==> src/bdr_pkg.sv <==
// Shared types, protocol codes and response builder for the boot download responder.
`default_nettype none
package bdr_pkg;

    localparam int QUEUE_DEPTH = 2;
    localparam int HDR_BYTES   = 16;

    localparam logic [7:0] PROTO_CTRL_REQ   = 8'h53;
    localparam logic [7:0] PROTO_CTRL_RSP   = 8'h73;
    localparam logic [7:0] CTRL_CONNECT     = 8'h43;
    localparam logic [7:0] CTRL_ACK_CONNECT = 8'h63;
    localparam logic [7:0] PROTO_LOAD_REQ   = 8'h54;
    localparam logic [7:0] PROTO_LOAD_RSP   = 8'h74;
    localparam logic [7:0] LOAD_APPTYPE     = 8'h42;

    localparam logic [7:0] MODE_DL_FLASH    = 8'h01;
    localparam logic [7:0] MODE_RUN_FLASH   = 8'h02;
    localparam logic [7:0] MODE_RUN_RAM     = 8'h04;
    localparam logic [7:0] MODE_DL_BOOT     = 8'h05;
    localparam logic [7:0] MODE_RESET_FLASH = 8'h06;
    localparam logic [7:0] MODE_MAC         = 8'h0F;

    localparam logic [31:0] MAX_RX_SIZE = 32'(1024 * 1024);
    localparam logic [15:0] SEQ_END     = 16'hFFFF;

    localparam logic [7:0] ERR_NONE     = 8'd0;
    localparam logic [7:0] ERR_CHECKSUM = 8'd3;
    localparam logic [7:0] ERR_MODE     = 8'd5;

    localparam logic [7:0] CONN_RETRY0  = 8'd5;
    localparam logic [7:0] CONN_RETRY1  = 8'd4;
    localparam logic [7:0] CONN_TIMER0  = 8'd6;
    localparam logic [7:0] CONN_TIMER1  = 8'd0;

    localparam logic [1:0] ST_OK       = 2'd0;
    localparam logic [1:0] ST_CHECKSUM = 2'd1;
    localparam logic [1:0] ST_MODE     = 2'd2;

    typedef logic [HDR_BYTES-1:0][7:0] t_hdr;

    typedef struct packed {
        t_hdr       bytes;
        logic [1:0] status;
    } t_resp;

    typedef struct packed {
        logic empty;
        logic full;
    } t_q_status;

    function automatic t_resp build_resp(input t_hdr hdr, input logic [31:0] sum);
        t_resp       rsp;
        logic [7:0]  err;
        logic [15:0] seq;
        logic [31:0] chk;
        rsp.bytes  = hdr;
        rsp.status = ST_OK;
        err        = ERR_NONE;
        seq        = {hdr[6], hdr[7]};
        chk        = {hdr[12], hdr[13], hdr[14], hdr[15]};
        if (hdr[0] == PROTO_CTRL_REQ) begin
            rsp.bytes[0]  = PROTO_CTRL_RSP;
            rsp.bytes[2]  = 8'd0;
            rsp.bytes[3]  = 8'd0;
            rsp.bytes[12] = 8'd0;
            rsp.bytes[13] = 8'd0;
            rsp.bytes[14] = 8'd0;
            rsp.bytes[15] = 8'd0;
            if (hdr[1] == CTRL_CONNECT) begin
                rsp.bytes[1]  = CTRL_ACK_CONNECT;
                rsp.bytes[4]  = CONN_RETRY0;
                rsp.bytes[5]  = CONN_RETRY1;
                rsp.bytes[6]  = CONN_TIMER0;
                rsp.bytes[7]  = CONN_TIMER1;
                rsp.bytes[8]  = MAX_RX_SIZE[31:24];
                rsp.bytes[9]  = MAX_RX_SIZE[23:16];
                rsp.bytes[10] = MAX_RX_SIZE[15:8];
                rsp.bytes[11] = MAX_RX_SIZE[7:0];
            end
        end else if (hdr[0] == PROTO_LOAD_REQ) begin
            rsp.bytes[12] = 8'd0;
            rsp.bytes[13] = 8'd0;
            rsp.bytes[14] = 8'd0;
            rsp.bytes[15] = 8'd0;
            if (hdr[1] == LOAD_APPTYPE) begin
                unique case (hdr[3]) inside
                    MODE_RESET_FLASH, MODE_RUN_FLASH, MODE_RUN_RAM, MODE_MAC: begin
                        err = ERR_NONE;
                    end
                    MODE_DL_FLASH, MODE_DL_BOOT: begin
                        if (seq == SEQ_END) begin
                            if (sum != chk) begin
                                err        = ERR_CHECKSUM;
                                rsp.status = ST_CHECKSUM;
                            end else begin
                                rsp.bytes[12] = sum[31:24];
                                rsp.bytes[13] = sum[23:16];
                                rsp.bytes[14] = sum[15:8];
                                rsp.bytes[15] = sum[7:0];
                            end
                        end
                    end
                    default: begin
                        err        = ERR_MODE;
                        rsp.status = ST_MODE;
                    end
                endcase
            end
            rsp.bytes[0]  = PROTO_LOAD_RSP;
            rsp.bytes[4]  = 8'd0;
            rsp.bytes[5]  = err;
            rsp.bytes[8]  = 8'd0;
            rsp.bytes[9]  = 8'd0;
            rsp.bytes[10] = 8'd0;
            rsp.bytes[11] = 8'd0;
        end
        return rsp;
    endfunction

endpackage
`default_nettype wire

==> src/bdr_front.sv <==
// Request parser: header capture, payload count, download sum and response build.
`default_nettype none
module bdr_front (
    input  wire logic           i_clk,
    input  wire logic           i_rst_n,
    input  wire logic           i_rx_valid,
    input  wire logic [7:0]     i_rx_byte,
    output logic                o_rx_stall,
    input  wire bdr_pkg::t_q_status i_q_stat,
    output logic                o_push,
    output bdr_pkg::t_resp      o_push_data
);
    import bdr_pkg::*;

    t_hdr        r_hdr;
    logic [3:0]  r_idx,     n_idx;
    logic [31:0] r_left,    n_left;
    logic        r_in_pay,  n_in_pay;
    logic [15:0] r_session, n_session;
    logic [31:0] r_sum,     n_sum;

    t_hdr        w_hdr;
    logic [31:0] w_len;
    logic [31:0] w_sum_resp;
    logic        w_dl;
    logic        w_hdr_done;
    logic        w_fire;
    logic        w_acc;

    always_comb begin
        w_hdr = r_hdr;
        if (!r_in_pay) begin
            w_hdr[HDR_BYTES-1] = i_rx_byte;
        end
    end

    assign w_len      = {r_hdr[8], r_hdr[9], r_hdr[10], r_hdr[11]};
    assign w_dl       = (r_hdr[0] == PROTO_LOAD_REQ) && (r_hdr[1] == LOAD_APPTYPE) &&
                        ((r_hdr[3] == MODE_DL_FLASH) || (r_hdr[3] == MODE_DL_BOOT));
    assign w_hdr_done = !r_in_pay && (r_idx == 4'(HDR_BYTES - 1));
    assign w_fire     = w_hdr_done ? (w_len == 32'd0) : (r_in_pay && (r_left == 32'd1));
    assign o_rx_stall = i_q_stat.full && w_fire;
    assign w_acc      = i_rx_valid && !o_rx_stall;

    always_comb begin
        if (w_hdr_done) begin
            w_sum_resp = (w_dl && (r_session == 16'd0)) ? 32'd0 : r_sum;
        end else begin
            w_sum_resp = r_sum + (w_dl ? {24'd0, i_rx_byte} : 32'd0);
        end
    end

    assign o_push      = w_acc && w_fire;
    assign o_push_data = build_resp(w_hdr, w_sum_resp);

    always_comb begin
        n_idx     = r_idx;
        n_left    = r_left;
        n_in_pay  = r_in_pay;
        n_session = r_session;
        n_sum     = r_sum;
        if (w_acc) begin
            if (!r_in_pay) begin
                n_idx = r_idx + 4'd1;
            end
            if (w_hdr_done) begin
                n_left   = w_len;
                n_in_pay = (w_len != 32'd0);
                n_sum    = w_sum_resp;
            end else if (r_in_pay) begin
                n_left = r_left - 32'd1;
                n_sum  = w_sum_resp;
                if (r_left == 32'd1) begin
                    n_in_pay = 1'b0;
                end
            end
            if (w_fire && w_dl) begin
                n_session = ({r_hdr[6], r_hdr[7]} == SEQ_END) ? 16'd0 : r_session + 16'd1;
            end
        end
    end

    always_ff @(posedge i_clk) begin
        if (!i_rst_n) begin
            r_idx     <= '0;
            r_left    <= '0;
            r_in_pay  <= 1'b0;
            r_session <= '0;
            r_sum     <= '0;
        end else begin
            r_idx     <= n_idx;
            r_left    <= n_left;
            r_in_pay  <= n_in_pay;
            r_session <= n_session;
            r_sum     <= n_sum;
        end
    end

    always_ff @(posedge i_clk) begin
        if (w_acc && !r_in_pay) begin
            r_hdr[r_idx] <= i_rx_byte;
        end
    end

endmodule
`default_nettype wire

==> src/bdr_queue.sv <==
// Short response queue between parser and serializer.
`default_nettype none
module bdr_queue #(
    parameter int QUEUE_DEPTH = bdr_pkg::QUEUE_DEPTH
) (
    input  wire logic               i_clk,
    input  wire logic               i_rst_n,
    input  wire logic               i_push,
    input  wire bdr_pkg::t_resp     i_push_data,
    input  wire logic               i_pop,
    output bdr_pkg::t_resp          o_head,
    output bdr_pkg::t_q_status      o_stat
);
    import bdr_pkg::*;

    localparam int PW = (QUEUE_DEPTH > 1) ? $clog2(QUEUE_DEPTH) : 1;
    localparam int CW = $clog2(QUEUE_DEPTH + 1);

    t_resp          r_mem [QUEUE_DEPTH];
    logic [PW-1:0]  r_wr, r_rd;
    logic [CW-1:0]  r_cnt;

    function automatic logic [PW-1:0] bump(input logic [PW-1:0] p);
        return (p == PW'(QUEUE_DEPTH - 1)) ? '0 : p + PW'(1);
    endfunction

    assign o_head       = r_mem[r_rd];
    assign o_stat.empty = (r_cnt == '0);
    assign o_stat.full  = (r_cnt == CW'(QUEUE_DEPTH));

    always_ff @(posedge i_clk) begin
        if (!i_rst_n) begin
            r_wr  <= '0;
            r_rd  <= '0;
            r_cnt <= '0;
        end else begin
            if (i_push) begin
                r_wr <= bump(r_wr);
            end
            if (i_pop) begin
                r_rd <= bump(r_rd);
            end
            if (i_push && !i_pop) begin
                r_cnt <= r_cnt + CW'(1);
            end else if (i_pop && !i_push) begin
                r_cnt <= r_cnt - CW'(1);
            end
        end
    end

    always_ff @(posedge i_clk) begin
        if (i_push) begin
            r_mem[r_wr] <= i_push_data;
        end
    end

endmodule
`default_nettype wire

==> src/bdr_back.sv <==
// Response serializer: sends each queued response as 16 words from an output register.
`default_nettype none
module bdr_back (
    input  wire logic               i_clk,
    input  wire logic               i_rst_n,
    input  wire bdr_pkg::t_resp     i_head,
    input  wire bdr_pkg::t_q_status i_q_stat,
    output logic                    o_pop,
    output logic                    o_resp_valid,
    input  wire logic               i_resp_stall,
    output logic [7:0]              o_resp_byte,
    output logic                    o_resp_last,
    output logic [1:0]              o_status_code
);
    import bdr_pkg::*;

    logic       r_valid;
    logic [3:0] r_pos;
    logic [7:0] r_byte;
    logic       r_last;
    logic [1:0] r_status;
    logic       w_load;
    logic       w_end;

    assign w_end  = (r_pos == 4'(HDR_BYTES - 1));
    assign w_load = !i_q_stat.empty && (!r_valid || !i_resp_stall);
    assign o_pop  = w_load && w_end;

    always_ff @(posedge i_clk) begin
        if (!i_rst_n) begin
            r_valid <= 1'b0;
            r_pos   <= '0;
        end else begin
            if (w_load) begin
                r_valid <= 1'b1;
                r_pos   <= r_pos + 4'd1;
            end else if (!i_resp_stall) begin
                r_valid <= 1'b0;
            end
        end
    end

    always_ff @(posedge i_clk) begin
        if (w_load) begin
            r_byte   <= i_head.bytes[r_pos];
            r_last   <= w_end;
            r_status <= i_head.status;
        end
    end

    assign o_resp_valid  = r_valid;
    assign o_resp_byte   = r_byte;
    assign o_resp_last   = r_last;
    assign o_status_code = r_status;

endmodule
`default_nettype wire

==> src/boot_download_responder_unit.sv <==
// Boot download responder: top level joining parser, response queue and serializer.
// Takes one request word per cycle unless the parser stalls; a packet's response is
// queued when its last word is accepted and then fed word by word to the serializer.
// Each response is 16 words, one per cycle unless stalled, from its output register.
// The parser stalls only on a packet's last word while the response queue is full.
// Synchronous active-low reset clears parser counters, download session and queue.
`default_nettype none
module boot_download_responder_unit #(
    parameter int QUEUE_DEPTH = bdr_pkg::QUEUE_DEPTH
) (
    input  wire logic       i_clk,
    input  wire logic       i_rst_n,
    input  wire logic       i_rx_valid,
    output logic            o_rx_stall,
    input  wire logic [7:0] i_rx_byte,
    output logic            o_resp_valid,
    input  wire logic       i_resp_stall,
    output logic [7:0]      o_resp_byte,
    output logic            o_resp_last,
    output logic [1:0]      o_status_code
);
    import bdr_pkg::*;

    t_q_status q_stat;
    t_resp     push_data;
    t_resp     head;
    logic      push;
    logic      pop;

    bdr_front u_front (
        .i_clk       (i_clk),
        .i_rst_n     (i_rst_n),
        .i_rx_valid  (i_rx_valid),
        .i_rx_byte   (i_rx_byte),
        .o_rx_stall  (o_rx_stall),
        .i_q_stat    (q_stat),
        .o_push      (push),
        .o_push_data (push_data)
    );

    bdr_queue #(
        .QUEUE_DEPTH (QUEUE_DEPTH)
    ) u_queue (
        .i_clk       (i_clk),
        .i_rst_n     (i_rst_n),
        .i_push      (push),
        .i_push_data (push_data),
        .i_pop       (pop),
        .o_head      (head),
        .o_stat      (q_stat)
    );

    bdr_back u_back (
        .i_clk         (i_clk),
        .i_rst_n       (i_rst_n),
        .i_head        (head),
        .i_q_stat      (q_stat),
        .o_pop         (pop),
        .o_resp_valid  (o_resp_valid),
        .i_resp_stall  (i_resp_stall),
        .o_resp_byte   (o_resp_byte),
        .o_resp_last   (o_resp_last),
        .o_status_code (o_status_code)
    );

    a_no_push_full: assert property (@(posedge i_clk) disable iff (!i_rst_n)
        push |-> !q_stat.full)
        else $error("push into full response queue");

    a_stall_only_full: assert property (@(posedge i_clk) disable iff (!i_rst_n)
        o_rx_stall |-> q_stat.full)
        else $error("request stalled with queue space free");

    a_resp_contiguous: assert property (@(posedge i_clk) disable iff (!i_rst_n)
        (o_resp_valid && !i_resp_stall && !o_resp_last) |=> o_resp_valid)
        else $error("gap inside a response");

    a_status_steady: assert property (@(posedge i_clk) disable iff (!i_rst_n)
        (o_resp_valid && !i_resp_stall && !o_resp_last) |=>
            (o_status_code == $past(o_status_code)))
        else $error("status changed inside a response");

endmodule
`default_nettype wire

==> config.mk <==
export PLATFORM = sky130hd
export DESIGN_NAME = boot_download_responder_unit
export DESIGN_NICKNAME = d
export VERILOG_FILES = /design/src/bdr_pkg.sv /design/src/bdr_front.sv /design/src/bdr_queue.sv /design/src/bdr_back.sv /design/src/boot_download_responder_unit.sv
export SDC_FILE = /design/constraint.sdc
export NUM_CORES = 1
export LEC_CHECK = 0
export BUFFER_PORTS_ARGS = -buffer_cell sky130_fd_sc_hd__buf_2
export CAP_MARGIN = 10
export CELL_PAD_IN_SITES_DETAIL_PLACEMENT = 1
export CELL_PAD_IN_SITES_GLOBAL_PLACEMENT = 2
export CORE_MARGIN = 10
export CORE_UTILIZATION = 45
export DETAILED_ROUTE_END_ITERATION = 8
export PLACE_DENSITY = 0.76
export REMOVE_ABC_BUFFERS = 1
export SYNTH_ARGS = -nofsm -noshare
export SYNTH_HDL_FRONTEND = slang
export SYNTH_SLANG_ARGS = --single-unit
==> constraint.sdc <==
create_clock -name i_clk -period 16.9 [get_ports i_clk]
set_input_delay 0.845 -clock i_clk [delete_from_list [all_inputs] [get_ports i_clk]]
set_output_delay 0.845 -clock i_clk [all_outputs]
set_load 0.1 [all_outputs]
==> flow_metrics.env <==
export IMPL_fin_crit_sh_pct=37.7
export IMPL_instances_no_fill=2499
export IMPL_grt_pass1_vias=15900
export IMPL_rsz0062_at_grt="false"
export IMPL_routed_via_count=15300
export IMPL_place_hpwl_um=45500
export IMPL_ios=25
export IMPL_hold_viol_final=0
export IMPL_critical_path_top_delay_family="simple AND/OR/NAND/NOR gates"
export IMPL_irDropWorstVdd_mv=0.0794
export IMPL_grt_pass1_wl_um=102000
export IMPL_hold_ws_ps=470
export IMPL_cp_arrival_ps=6680
export IMPL_ys_dominant_reg_cell="edfxtp_1"
export IMPL_worst_path_buf_inv=0
export IMPL_p_leak_nw=8.11
export IMPL_cp_required_ps=17220
export IMPL_drc=0
export IMPL_cap_violations=0
export IMPL_max_stage_delay_ps=850
export IMPL_ctsHoldBuffers=0
export IMPL_numPortBuffers=24
export IMPL_n_antenna_cell=0
export IMPL_path_cells="or4_4, nor2_1, and3_1, ha_1, fa_1, a211oi_1, o211ai_1, nand2_1, nor3_1, a2111oi_0, nor4_1, nand4_1, nor4_1, o21ai_1"
export IMPL_synth_seq_cells=494
export IMPL_worst_pin_slew_ps=1160
export IMPL_max_freq_mhz=157
export IMPL_via_per_inst=6.11
export IMPL_powerDensity_nw_per_um2=98.4
export IMPL_cts_buffers=51
export IMPL_clkLatencyLatePin_ps=620
export IMPL_max_slew_margin_pct=22.3
export IMPL_post_drt_wl_per_cell_um=27.3
export IMPL_cts_max_path_buffers=3
export IMPL_holdPathStages=2
export IMPL_startpoint_type="flop"
export IMPL_core_area_um2=50200
export IMPL_fin_util_pct=50.3
export IMPL_grt_max_degree=78
export IMPL_totalWireLength_um=68200
export IMPL_cts_sinks=494
export IMPL_drive_gt1_share_pct=15.9
export IMPL_finalPower_mw=2.49
export IMPL_grt_overflow=0
export IMPL_cts_tree="built"
export IMPL_dpl_cell_area_um2=23600
export IMPL_min_path_type="flop to flop"
export IMPL_synth_edf_count=399
export IMPL_synthCells=1800
export IMPL_die_area_um2=60300
export IMPL_critical_path_class="flop to flop"
export IMPL_async_reset_ff_share_pct=0
export IMPL_antenna_found_initial=0
export IMPL_crit_cells=14
export IMPL_yosysSeqAreaShare_pct=60.7
export IMPL_cts_root_buf="clkbuf_16"
export IMPL_dp_cells=2403
export IMPL_dp_slack_ps=10770
export IMPL_endpoint_kind="flop"
export IMPL_dr_pass1_iters=5
export IMPL_fin_crit_ps=6370
export IMPL_cpMostUsedCell="nor4_1"
export IMPL_fin_setup_tns_ps=0
export IMPL_final_cell_mix="edfxtp_1, nor2_1, nand2_1, dfxtp_1"
export IMPL_final_area_um2=25300
export IMPL_final_common_cell="edfxtp_1"
export IMPL_antenna_left=0
export IMPL_skew_ps=24.7
export IMPL_status="completed"
export IMPL_rr_worst_depth=14
export IMPL_num_rows=82
export IMPL_synthToLayoutAreaGrowth_pct=10.4
export IMPL_grt_usage_pct=22.6
export IMPL_place_congestion=0.889
export IMPL_cts_resized=0
export IMPL_crit_path_top_delay_cell="nor4_1"
export IMPL_dr_first_iter_drc_count=1208
export IMPL_start_util_pct=45.6
export IMPL_dieHeight_um=245
export IMPL_setup_ws_ps=10530
export IMPL_cts_setup_buffers=0
export IMPL_fin_nets=1816
export IMPL_cp_max_fo=11
export IMPL_setup_violations=0
export IMPL_path_clk_slew_ps=60
export IMPL_yosys_warnings=0
export IMPL_cts_htree_levels=2
export IMPL_synthDistinctLibCells=90
export IMPL_drv_slew=0
export IMPL_syn_area_um2=22900
export IMPL_syn_area_per_cell_um2=12.7
export IMPL_die_w_um=245
==> final timing paths <==
path,startpoint,endpoint,slack [ps]
worst max-delay path,u_front.r_hdr[29],u_queue.r_mem[1][43],10530
worst min-delay path,u_back.o_resp_valid,u_back.o_resp_valid,470
worst max register to register,u_front.r_hdr[29],u_queue.r_mem[1][43],10530
worst min register to register,u_back.o_resp_valid,u_back.o_resp_valid,470
==> kinds of logic after synthesis <==
| kind of cell | count (synthesis) | share of synthesized area, % |
|---|---|---|
| compound gates | 338 | 9.88 |
| xor+xnor | 41 | 1.57 |
| fa+ha+maj | 19 | 1.07 |
| buf+inv | 142 | 2.52 |
| flops | 494 | 60.7 |
| mux | 117 | 9.65 |
| simple gates | 649 | 14.6 |
==> report_power, final <==
| part | total [mW] | internal, mW | switching, mW |
|---|---|---|---|
| Combinational | 0.0338 | 0.00714 | 0.0266 |
| Clock | 1.14 | 0.650 | 0.490 |
| Sequential | 1.31 | 1.31 | 0.00394 |
==> synth_stat cells, types with 4 or more instances <==
master | n | area, µm²
a2111oi_0 | 4 | 35.0
a211o_1 | 5 | 43.8
a211oi_1 | 23 | 173
a21o_1 | 10 | 75.1
a21oi_1 | 80 | 400
a221oi_1 | 4 | 35.0
a22oi_1 | 18 | 135
a311oi_1 | 4 | 35.0
a31oi_1 | 12 | 75.1
and2_1 | 54 | 338
and3_1 | 30 | 188
and4_1 | 12 | 105
buf_1 | 12 | 45.0
buf_2 | 13 | 65.1
clkbuf_1 | 90 | 338
dfxtp_1 | 95 | 1900
edfxtp_1 | 399 | 12000
ha_1 | 18 | 225
inv_1 | 22 | 82.6
mux2_2 | 25 | 282
mux2i_1 | 11 | 110
mux4_2 | 80 | 1800
nand2_1 | 148 | 556
nand2b_1 | 13 | 81.3
nand3_1 | 38 | 190
nand4_1 | 35 | 219
nor2_1 | 158 | 593
nor2b_1 | 37 | 231
nor3_1 | 35 | 175
nor3b_1 | 4 | 30.0
nor4_1 | 30 | 188
o211ai_1 | 8 | 60.1
o21a_1 | 9 | 67.6
o21ai_0 | 74 | 370
o21ai_1 | 6 | 30.0
o21ai_2 | 29 | 254
o22ai_1 | 5 | 31.3
o31ai_1 | 6 | 45.0
o32ai_1 | 5 | 43.8
o41ai_1 | 4 | 35.0
or2_2 | 6 | 37.5
or3_1 | 18 | 113
or4_1 | 7 | 52.6
xnor2_1 | 22 | 193
xor2_1 | 19 | 166
==> registers in the layout, indices dropped and copies added (netlist names), 2 cells and up, named ones only <==
signal / count
u_back.r_pos: 4
u_front.r_hdr: 128
u_front.r_idx: 4
u_back.o_status_code: 2
u_front.r_session: 16
u_queue.r_mem: 260
u_queue.r_cnt: 2
u_front.r_left: 32
u_back.o_resp_byte: 8
u_front.r_sum: 32
==> layout make-up <==
cell class | instances | area [µm²]
multi-input combinational | 1164 | 8430
inverter | 22 | 82.6
timing repair buffer | 52 | 328
tap | 672 | 841
clock buffer | 59 | 1310
clock inverter | 36 | 374
sequential | 494 | 13900
fill | 5042 | 24900
==> routing by layer <==
metal	GRT usage, %	share of wire, %	up-vias
li1	-	-	6858
met1	30.1	43	7876
met2	36.6	48	428
met3	4.03	5.6	109
met4	7.71	3.3	0
met5	0	0	-
==> tightest hold or removal path, cell delays in order, from the launching register on <==
cell and delay, ps:
dfxtp_1 320, nand2_1 60, a21oi_1 50
(Power assumes the default switching activity.)
